File: config.mk
export PLATFORM = sky130hd
export DESIGN_NAME = fpr_ctrl
export DESIGN_NICKNAME = d
export VERILOG_FILES = /design/src/fast_packet_reassembler_macros.svh /design/src/fpr_pkg.sv /design/src/fpr_ctrl.sv
export SDC_FILE = /design/constraint.sdc
export NUM_CORES = 1
export LEC_CHECK = 0
export ABC_CLOCK_PERIOD_IN_PS = 1500
export BUFFER_PORTS_ARGS = -buffer_cell sky130_fd_sc_hd__buf_2
export CAP_MARGIN = 40
export CELL_PAD_IN_SITES_DETAIL_PLACEMENT = 1
export CELL_PAD_IN_SITES_GLOBAL_PLACEMENT = 2
export CORE_UTILIZATION = 19
export CTS_BUF_LIST = sky130_fd_sc_hd__clkbuf_8
export CTS_CLUSTER_DIAMETER = 200
export DETAILED_ROUTE_END_ITERATION = 12
export PLACE_DENSITY = 0.88
export SKIP_LAST_GASP = 1
export SLEW_MARGIN = 20
export SYNTH_ARGS = -nofsm -noshare
export SYNTH_HDL_FRONTEND = slang
export SYNTH_SLANG_ARGS = --single-unit
File: constraint.sdc
create_clock -name clock -period 1.5 [get_ports clock]
set_input_delay 0.225 -clock clock [delete_from_list [all_inputs] [get_ports clock]]
set_output_delay 0.225 -clock clock [all_outputs]
set_load 0.02 [all_outputs]
File: src/fast_packet_reassembler_macros.svh
// Assertion helpers used by the reassembler datapath (fpr_dpath.sv)
`ifndef FAST_PACKET_REASSEMBLER_MACROS_SVH
`define FAST_PACKET_REASSEMBLER_MACROS_SVH

// Same-cycle implication
`define FPR_ASSERT_NOW(lbl, ante, cons, msg) \
   lbl: assert property (@(posedge clock) disable iff (reset) (ante) |-> (cons)) \
      else $error(msg);

// Next-cycle implication
`define FPR_ASSERT_NEXT(lbl, ante, cons, msg) \
   lbl: assert property (@(posedge clock) disable iff (reset) (ante) |=> (cons)) \
      else $error(msg);

`endif

File: src/fpr_pkg.sv
`default_nettype none
package fpr_pkg;

   localparam int SLOTS       = 10;
   localparam int MAX_PAYLOAD = 223;
   localparam int WORDS       = (MAX_PAYLOAD + 7) / 8;
   localparam int SLOT_W      = (SLOTS > 1) ? $clog2(SLOTS) : 1;
   localparam int RAM_DEPTH   = SLOTS * WORDS;
   localparam int RAM_AW      = (RAM_DEPTH > 1) ? $clog2(RAM_DEPTH) : 1;

   localparam int ID_W    = 29;
   localparam int DATA_W  = 64;
   localparam int PGN_W   = 17;
   localparam int SIZE_W  = 8;
   localparam int SRC_W   = 8;
   localparam int WIDX_W  = 5;
   localparam int CSR_IDX_W = 4;
   localparam int LANES   = 8;

   localparam logic [PGN_W-1:0]  PGN_RESET  = 17'h1F805;
   localparam logic [SIZE_W-1:0] SIZE_RESET = 8'd47;
   localparam logic [SIZE_W-1:0] MIN_SIZE   = 8'd9;
   localparam logic [8:0]        PDU2_FIRST = 9'd240;
   localparam logic [PGN_W-1:0]  PDU1_MASK  = 17'h1FF00;
   localparam logic [SIZE_W-1:0] HEAD_COUNT = 8'd6;

   localparam logic [CSR_IDX_W-1:0] REG_WATCH_PGN  = 4'd0;
   localparam logic [CSR_IDX_W-1:0] REG_WATCH_SIZE = 4'd1;

   typedef struct packed {
      logic load;     // capture the frame
      logic sel;      // latch the slot to work on
      logic open;     // claim a free slot
      logic wrst;     // zero the word counter
      logic clr;      // write a zero word
      logic head;     // write the six head bytes
      logic body;     // write a continuation frame
      logic free;     // release the slot
      logic set_cnt;  // store the new byte count
      logic rd;       // read a payload word out
   } fpr_cmd_type;

   typedef struct packed {
      logic keep;
      logic hit;
      logic free_any;
      logic seq_zero;
      logic beyond;
      logic complete;
      logic over;
      logic clr_last;
      logic rd_last;
      logic pipe_busy;
   } fpr_stat_type;

endpackage
`default_nettype wire

File: src/fpr_ctrl.sv
`default_nettype none
module fpr_ctrl (
   input  wire logic                 clock,
   input  wire logic                 reset,
   input  wire logic                 start,
   output logic                      busy,
   input  wire fpr_pkg::fpr_stat_type stat,
   output fpr_pkg::fpr_cmd_type      cmd
);
   import fpr_pkg::*;

   typedef enum logic [2:0] {
      S_IDLE, S_DECIDE, S_CLEAR, S_HEAD, S_BODY, S_EMIT
   } state_type;

   state_type state_ff, state_in;

   always_comb begin
      busy = (state_ff != S_IDLE) || stat.pipe_busy;
   end

   always_comb begin
      state_in = state_ff;
      cmd      = '0;
      case (state_ff)
         S_IDLE: begin
            if (start && !busy) begin
               cmd.load = 1'b1;
               state_in = S_DECIDE;
            end
         end
         S_DECIDE: begin
            cmd.sel  = 1'b1;
            cmd.wrst = 1'b1;
            if (!stat.keep) begin
               state_in = S_IDLE;
            end else if (stat.hit) begin
               state_in = stat.seq_zero ? S_HEAD : S_BODY;
            end else if (stat.free_any) begin
               cmd.open = 1'b1;
               state_in = S_CLEAR;
            end else begin
               state_in = S_IDLE;
            end
         end
         S_CLEAR: begin
            cmd.clr = 1'b1;
            if (stat.clr_last) begin
               state_in = S_HEAD;
            end
         end
         S_HEAD: begin
            cmd.head = 1'b1;
            state_in = S_IDLE;
         end
         S_BODY: begin
            cmd.wrst = 1'b1;
            state_in = S_IDLE;
            if (stat.beyond) begin
               cmd.free = 1'b1;
            end else begin
               cmd.body = 1'b1;
               if (stat.complete) begin
                  cmd.free    = 1'b1;
                  cmd.set_cnt = 1'b1;
                  state_in    = S_EMIT;
               end else if (stat.over) begin
                  cmd.free = 1'b1;
               end else begin
                  cmd.set_cnt = 1'b1;
               end
            end
         end
         S_EMIT: begin
            cmd.rd = 1'b1;
            if (stat.rd_last) begin
               state_in = S_IDLE;
            end
         end
         default: begin
            state_in = S_IDLE;
         end
      endcase
   end

   always_ff @(posedge clock) begin
      if (reset) begin
         state_ff <= S_IDLE;
      end else begin
         state_ff <= state_in;
      end
   end
endmodule
`default_nettype wire

==> After elaboration in Yosys (flattened, before gate mapping) <==
Index checks and enable logic that the tools add are counted.
Widths: inputs -> output; s select.
{ "totals": {"regBits": 3, "in_bits": 13, "out_inout_bits": 11} }
{ "classes": {"n_eq_ne": 8, "muxes": 27, "reduce_logical": 7} }
{ "op_table": {"columns": ["operator", "n"], "rows": [
  ["$mux 3", 9],
  ["$pmux 3 s5", 1],
  ["$mux 1", 14],
  ["$eq 3x2->1 const B", 2],
  ["$eq 3x3->1 const B", 2],
  ["$mux 2", 3],
  ["$ne 2x2->1 const B", 3],
  ["$eq 3x1->1 const B", 1],
  ["$logic_not 3->1", 1],
  ["$reduce_and 3->1", 1],
  ["$reduce_bool 3->1", 1],
  ["$reduce_or 2->1", 1],
  ["$logic_and 1x1->1", 1],
  ["$logic_not 1->1", 1],
  ["$logic_or 1x1->1", 1]
]} }

==> Longest topological paths before layout <==
Gate-level depths: netlist of the first run.
{ "logic_depth": {"depth_word": 6, "mapped_depth": 4, "depth_no_buf": 3} }

==> Least setup slack after synthesis of the first run <==
No wires, ideal clock.
{ "synth_timing": {"kind": "flip-flop to output port", "start": "reg state_ff[0]", "end": "out cmd[7] (netlist name)", "arrival_time_ps": 1477, "required_time_ps": 1275, "slack_ps": -202, "stages_incl_launch_ff": 5, "n_path_buf": 1, "cell_sequence": "dfxtp_1 buf_2 nor3b_1 nand4b_1 inv_1"} }
{ "synth_lines": {"columns": ["item", "line_no", "rtl"], "rows": [
  ["from (decl)", "fpr_ctrl.sv:16", "state_type state_ff, state_in;"],
  ["from (signal assigned)", "fpr_ctrl.sv:90", "state_ff <= state_in;"],
  ["to (decl)", "fpr_ctrl.sv:8", "output fpr_pkg::fpr_cmd_type cmd"]
]} }

==> flow_summary.ini, run 1 <==
[finish]
final_cells = 88
num-fill-cells = 216
diodes = 0
layout_commonest_cell = buf_2
largest_registers = state_ff (3)
fin_nets = 86
largest_reg_flops = 3
regMostFlops = state_ff
mostFrequentLayoutCells = buf_2, nor2_1, inv_1, buf_4
postLayoutCellArea_um2 = 541
drive_gt1_share_pct = 51.4
syn_to_final_growth_pct = 61.8

[power_and_ir_drop]
power.share.switching_pct = 32.0
clockPowerShare_pct = 45.8
vdd_drop_max_uv = 298
powerDensity_nw_per_um2 = 926
internal-power_uw = 340
power.switching_uw = 160
p_total_uw = 500
combPwrFrac_pct = 32.0
power_frac_seq_pct = 22.2
p_leak_nw = 0.273

[timing]
finClkSkew_ns = 0.00331
layout_setup_ws_ns = -0.0226
worst_slew_pin_slew_ns = 0.402
holdWs_ns = 0.198
setup_violations = 1
maxSlewHeadroom_pct = 73.1
rsz0062_at_grt = true
post-route-period-util_pct = 102
drv_slew = 0
hold_viol = 0
fmax_ghz = 0.657
fin_crit_ns = 1.52

[yosys]
ys_seq_area_share_pct = 18.0
synth_cell_type_count = 26
syn_nets = 59
synth_edf_count = 0
netlist_area_um2 = 334
synth.avg_cell_area_um2 = 7.26
ys_ff_latch = 3
ys.flop_type = dfxtp_1
netlist_instances = 46
synthArstFlopShare_pct = 0
yosys_warnings = 0

[floorplanning]
die_y_um = 43.9
dieArea_um2 = 1930
start_util_pct = 21.2
rows = 14
core_um2 = 1580
io_pins = 24
die_x_um = 43.9

[run_status]
status = finished, violations left
failed_checks = setup timing

[placement]
placed_cell_area_um2 = 453
port_buffers = 23
dp.cells = 82
dp_slack_ns = 0.0982
dp_hpwl_um = 816
place_congestion = 0.793

[worst_setup_path]
worstSetupEndpointType = primary output
cp_cell_sequence = nor2_2 > nand2_1 > nor3_2 > buf_4
crit_type = reg -> out
worst_ep_arrival_time_ns = 1.30
worstSetupStartpointType = register
path_max_fanout = 10
max_stage_delay_ns = 0.37
cp.required_ns = 1.27
crit_slowest_cell = dfxtp_2

[routing]
ant_nets = 0
viasPerCell = 4.88
avgRoutedWirePerCell_um = 13.4
drcViolationCount = 0
drtIter0Drc = 1
first_pass_iters = 5
vias = 429
routed_wl_mm = 1.18

[global_routing]
top_usage_layer = met2
grt.met2_usage_pct = 18.5
grt.met3_usage_pct = 1.25
grt_max_degree = 13
grt_usage_pct = 11.2
antenna_found_initial = 0
grt-ovfl-total = 0
grt_pass1_wl_mm = 1.59
use_met1_pct = 13.7
first_global_vias = 371

[clocking]
clock_latency_ns = 0.22
ctsLongestPathBuffers = 2
cts_tree = yes
cts_made_buffers = 3
clk_pin_slew_ns = 0.03
cts_num_sinks = 3
h-tree-depth = 1
root_buffer = clkbuf_8

[job]
maxCapViolCount = 0

[min_path]
min_path_type = in -> reg
cell usage after synthesis (2+ instances only):
cell	count	area [um^2]
nor2b_1	3	18.8
inv_1	3	11.3
dfxtp_1	3	60.1
nand2_1	3	11.3
nor3_1	2	10.0
nor3b_1	4	30.0
buf_2	2	10.0
nor2_1	7	26.3
nand4b_1	2	17.5
per-layer routing:
layer | share of wire [%] | vias to the layer above
li1 | - | 214
met1 | 43 | 197
met2 | 51 | 16
met3 | 4.6 | 2
met4 | 1.4 | 0
met5 | 0 | -
worst max-delay path: cells and delay by family (launching register included):
family / cells / cell delay [ns]
simple gates: 3 / 0.52
flops: 1 / 0.37
buf+inv: 1 / 0.18
final timing paths:
kind	from	endpoint	slack, ns	cells after the start
max	state_ff[1]$_SDFFE_PP0P_	cmd[1]	-0.02	4
min reg2reg	state_ff[1]$_SDFFE_PP0P_	state_ff[0]$_SDFFE_PP0P_	0.57	2
min	reset	state_ff[0]$_SDFFE_PP0P_	0.20	2
max reg2reg	state_ff[1]$_SDFFE_PP0P_	state_ff[0]$_SDFFE_PP0P_	0.24	3
cell families (layout without fill, tap and decap cells):
logic type	count (synthesis)	in the layout	share of synthesized area, %
buffers and inverters	6	32	9.74
xor gates and xnor gates	1	1	2.62
DFF	3	3	18.0
and+or+nand+nor	29	29	53.2
AOI/OAI and AO/OA	7	7	16.5
per-stage QoR:
step	util [%]	TNS [ns]
floorplan	-	0
global placement	28.7	0
detailed placement	28.7	0
CTS	32.0	-0.0297
global route	34.3	-0.0943
finish	34.3	-0.0226
layout make-up:
class	count	area, um^2	share of cell area (%)
multi-input cells	37	260	48.1
repair buffers	25	135	25.0
flip-flops and latches	3	68.8	12.7
clock buffers	3	41.3	7.64
well taps	16	20.0	3.70
inverters	3	11.3	2.08
clock inverters	1	3.75	0.694
power groups by stage:
stage | Sequential, mW | Clock, mW | Combinational, mW
4_1_cts | 0.112 | 0.230 | 0.144
3_3_place_gp | 0.109 | 0 | 0.139
2_1_floorplan | 0.0912 | 0 | 0.116
6_report | 0.111 | 0.229 | 0.160
5_1_grt | 0.113 | 0.238 | 0.174
3_5_place_dp | 0.110 | 0 | 0.141
what timing repair did:
| action | 4_1_cts | 5_1_grt |
|---|---|---|
| setup buffers | 0 | 2 |
| endpoints found under the setup margin | 4 | 2 |
| hold buffers | 0 | 0 |
| gates resized for setup | 4 | 6 |
| pin swaps | 0 | 2 |
(Power assumes the default switching activity.)
==> run 2, diff against run 1 <==
--- a/config.mk
+++ b/config.mk
@@ -5,16 +5,16 @@
 export SDC_FILE = /design/constraint.sdc
 export NUM_CORES = 1
 export LEC_CHECK = 0
-export ABC_CLOCK_PERIOD_IN_PS = 1500
+export ABC_CLOCK_PERIOD_IN_PS = 1800
 export BUFFER_PORTS_ARGS = -buffer_cell sky130_fd_sc_hd__buf_2
 export CAP_MARGIN = 40
 export CELL_PAD_IN_SITES_DETAIL_PLACEMENT = 1
 export CELL_PAD_IN_SITES_GLOBAL_PLACEMENT = 2
-export CORE_UTILIZATION = 19
+export CORE_UTILIZATION = 21
 export CTS_BUF_LIST = sky130_fd_sc_hd__clkbuf_8
 export CTS_CLUSTER_DIAMETER = 200
 export DETAILED_ROUTE_END_ITERATION = 12
-export PLACE_DENSITY = 0.88
+export PLACE_DENSITY = 0.95
 export SKIP_LAST_GASP = 1
 export SLEW_MARGIN = 20
 export SYNTH_ARGS = -nofsm -noshare
==> constraint.sdc (replaced) <==
create_clock -name clock -period 1.8 [get_ports clock]
set_input_delay 0.27 -clock clock [delete_from_list [all_inputs] [get_ports clock]]
set_output_delay 0.27 -clock clock [all_outputs]
set_load 0.1 [all_outputs]
==> run 2 against run 1 <==
  * The run now ends clean
  * Clock skew hardly changed
  * Global-route usage is 3.4 points higher
  * Non-clock buffer count is 2 lower
  * Sequential share of layout area is 2.6 points lower
  * Cell count is 2.3% lower
  * Flip-flop and latch count stayed put
  * Total power is 8.6% higher
  * Setup slack better by 0.19 ns
  * Wire length is 9.5% lower
  * Sequential power is 16% lower
  * Critical endpoint is now cmd[7]
==> flow_summary.ini, run 2 (synthesized netlist as in run 1, its figures left out) <==
[run_status]
status = complete, no violations

[floorplanning]
dieArea_um2 = 1750
core_um2 = 1490
die_x_um = 41.9
rows = 14
io_pins = 24
die_y_um = 41.9
start_util_pct = 22.4

[finish]
mostFrequentLayoutCells = buf_2, buf_12, nor2_2
num-fill-cells = 194
syn_to_final_growth_pct = 88.0
regMostFlops = state_ff
fin_nets = 84
final_util_pct = 42.2
largest_reg_flops = 3
layout_commonest_cell = buf_2
largest_registers = state_ff (3)
diodes = 0
drive_gt1_share_pct = 57.1

[timing]
fin_crit_ns = 1.63
maxSlewHeadroom_pct = 67.9
hold_viol = 0
post-route-period-util_pct = 90.7
fmax_ghz = 0.612
worst_slew_pin_slew_ns = 0.485
rsz0062_at_grt = false
setup_violations = 0
finClkSkew_ns = 0.00346
drv_slew = 0
layout_setup_ws_ns = 0.167
fin_tns_setup_ns = 0

[placement]
port_buffers = 23
dp_hpwl_um = 785
dp_slack_ns = 0.270
place_congestion = 0.764

[global_routing]
first_global_vias = 422
grt-ovfl-total = 0
use_met1_pct = 16.5
top_usage_layer = met2
grt_max_degree = 13
grt.met3_usage_pct = 3.91
antenna_found_initial = 0
grt_pass1_wl_mm = 1.85
grt_usage_pct = 14.7
grt.met2_usage_pct = 22.2

[clocking]
clk_pin_slew_ns = 0.03
clock_latency_ns = 0.23
cts_num_sinks = 3
hold_buffers = 0
ctsLongestPathBuffers = 2
h-tree-depth = 1
cts_tree = yes
root_buffer = clkbuf_8
post_cts_buffers = 0
post_cts_resize_count = 0
cts_made_buffers = 3

[routing]
ant_nets = 0
viasPerCell = 5.08
drcViolationCount = 0
avgRoutedWirePerCell_um = 12.4
routed_wl_mm = 1.07
first_pass_iters = 4
vias = 437
drtIter0Drc = 8

[worst_setup_path]
worstSetupStartpointType = register
cp.required_ns = 1.53
path_max_fanout = 10
crit_type = reg -> out
worstSetupEndpointType = primary output
worst_ep_arrival_time_ns = 1.36

[job]
maxCapViolCount = 0

[power_and_ir_drop]
vdd_drop_max_uv = 402
p_leak_nw = 0.272
powerDensity_nw_per_um2 = 865

[min_path]
min_path_type = in -> reg
[run 2: where the power goes]
group          total, mW  leakage [nW]  internal (mW)  switching (mW)
registers         0.0934        0.0258         0.0752          0.0182
logic              0.250         0.219         0.0735           0.176
clock network      0.200        0.0269          0.146          0.0540
total              0.543         0.272          0.295           0.248
[run 2: worst paths after layout]
kind | start | endpoint | slack [ns] | cells after the start
min | reset | state_ff[0]$_SDFFE_PP0P_ | 0.23 | 2
max reg2reg | state_ff[2]$_SDFFE_PP0P_ | state_ff[1]$_SDFFE_PP0P_ | 0.51 | 3
max | state_ff[0]$_SDFFE_PP0P_ | cmd[7] | 0.17 | 4
min reg2reg | state_ff[1]$_SDFFE_PP0P_ | state_ff[0]$_SDFFE_PP0P_ | 0.57 | 2
[run 2: through the flow]
| step | hold WS, ns | total power [mW] | cells | cell area (um^2) |
|---|---|---|---|---|
| global placement | 0.469 | 0.336 | 82 | 578 |
| finish | 0.231 | 0.543 | 86 | 628 |
| global route | 0.240 | 0.577 | 86 | 628 |
| CTS | 0.230 | 0.549 | 86 | 623 |
| floorplan | 0.332 | 0.290 | 46 | 387 |
| detailed placement | 0.469 | 0.340 | 82 | 578 |
[run 2: final cells by class]
type                            instances  area, um^2  share of cell area, %
Multi-Input combinational cell         37         279                   44.4
Timing Repair Buffer                   23         205                   32.7
Sequential cell                         3        63.8                   10.2
Clock buffer                            3        41.3                   6.57
Tap cell                               16        20.0                   3.19
Inverter                                3        15.0                   2.39
Clock inverter                          1        3.75                  0.598
[run 2: worst max-delay path, cell delays in order (launching register included)]
cell        delay [ns]
dfxtp_2           0.41
nor3b_4           0.24
nand4b_1          0.19
clkinvlp_4        0.13
buf_12            0.17
[run 2: layer usage]
layer | share of wire (%) | routed length [um]
met1 | 39 | 415
met2 | 52 | 559
met3 | 5.4 | 57
met4 | 3.1 | 33
met5 | 0 | 0
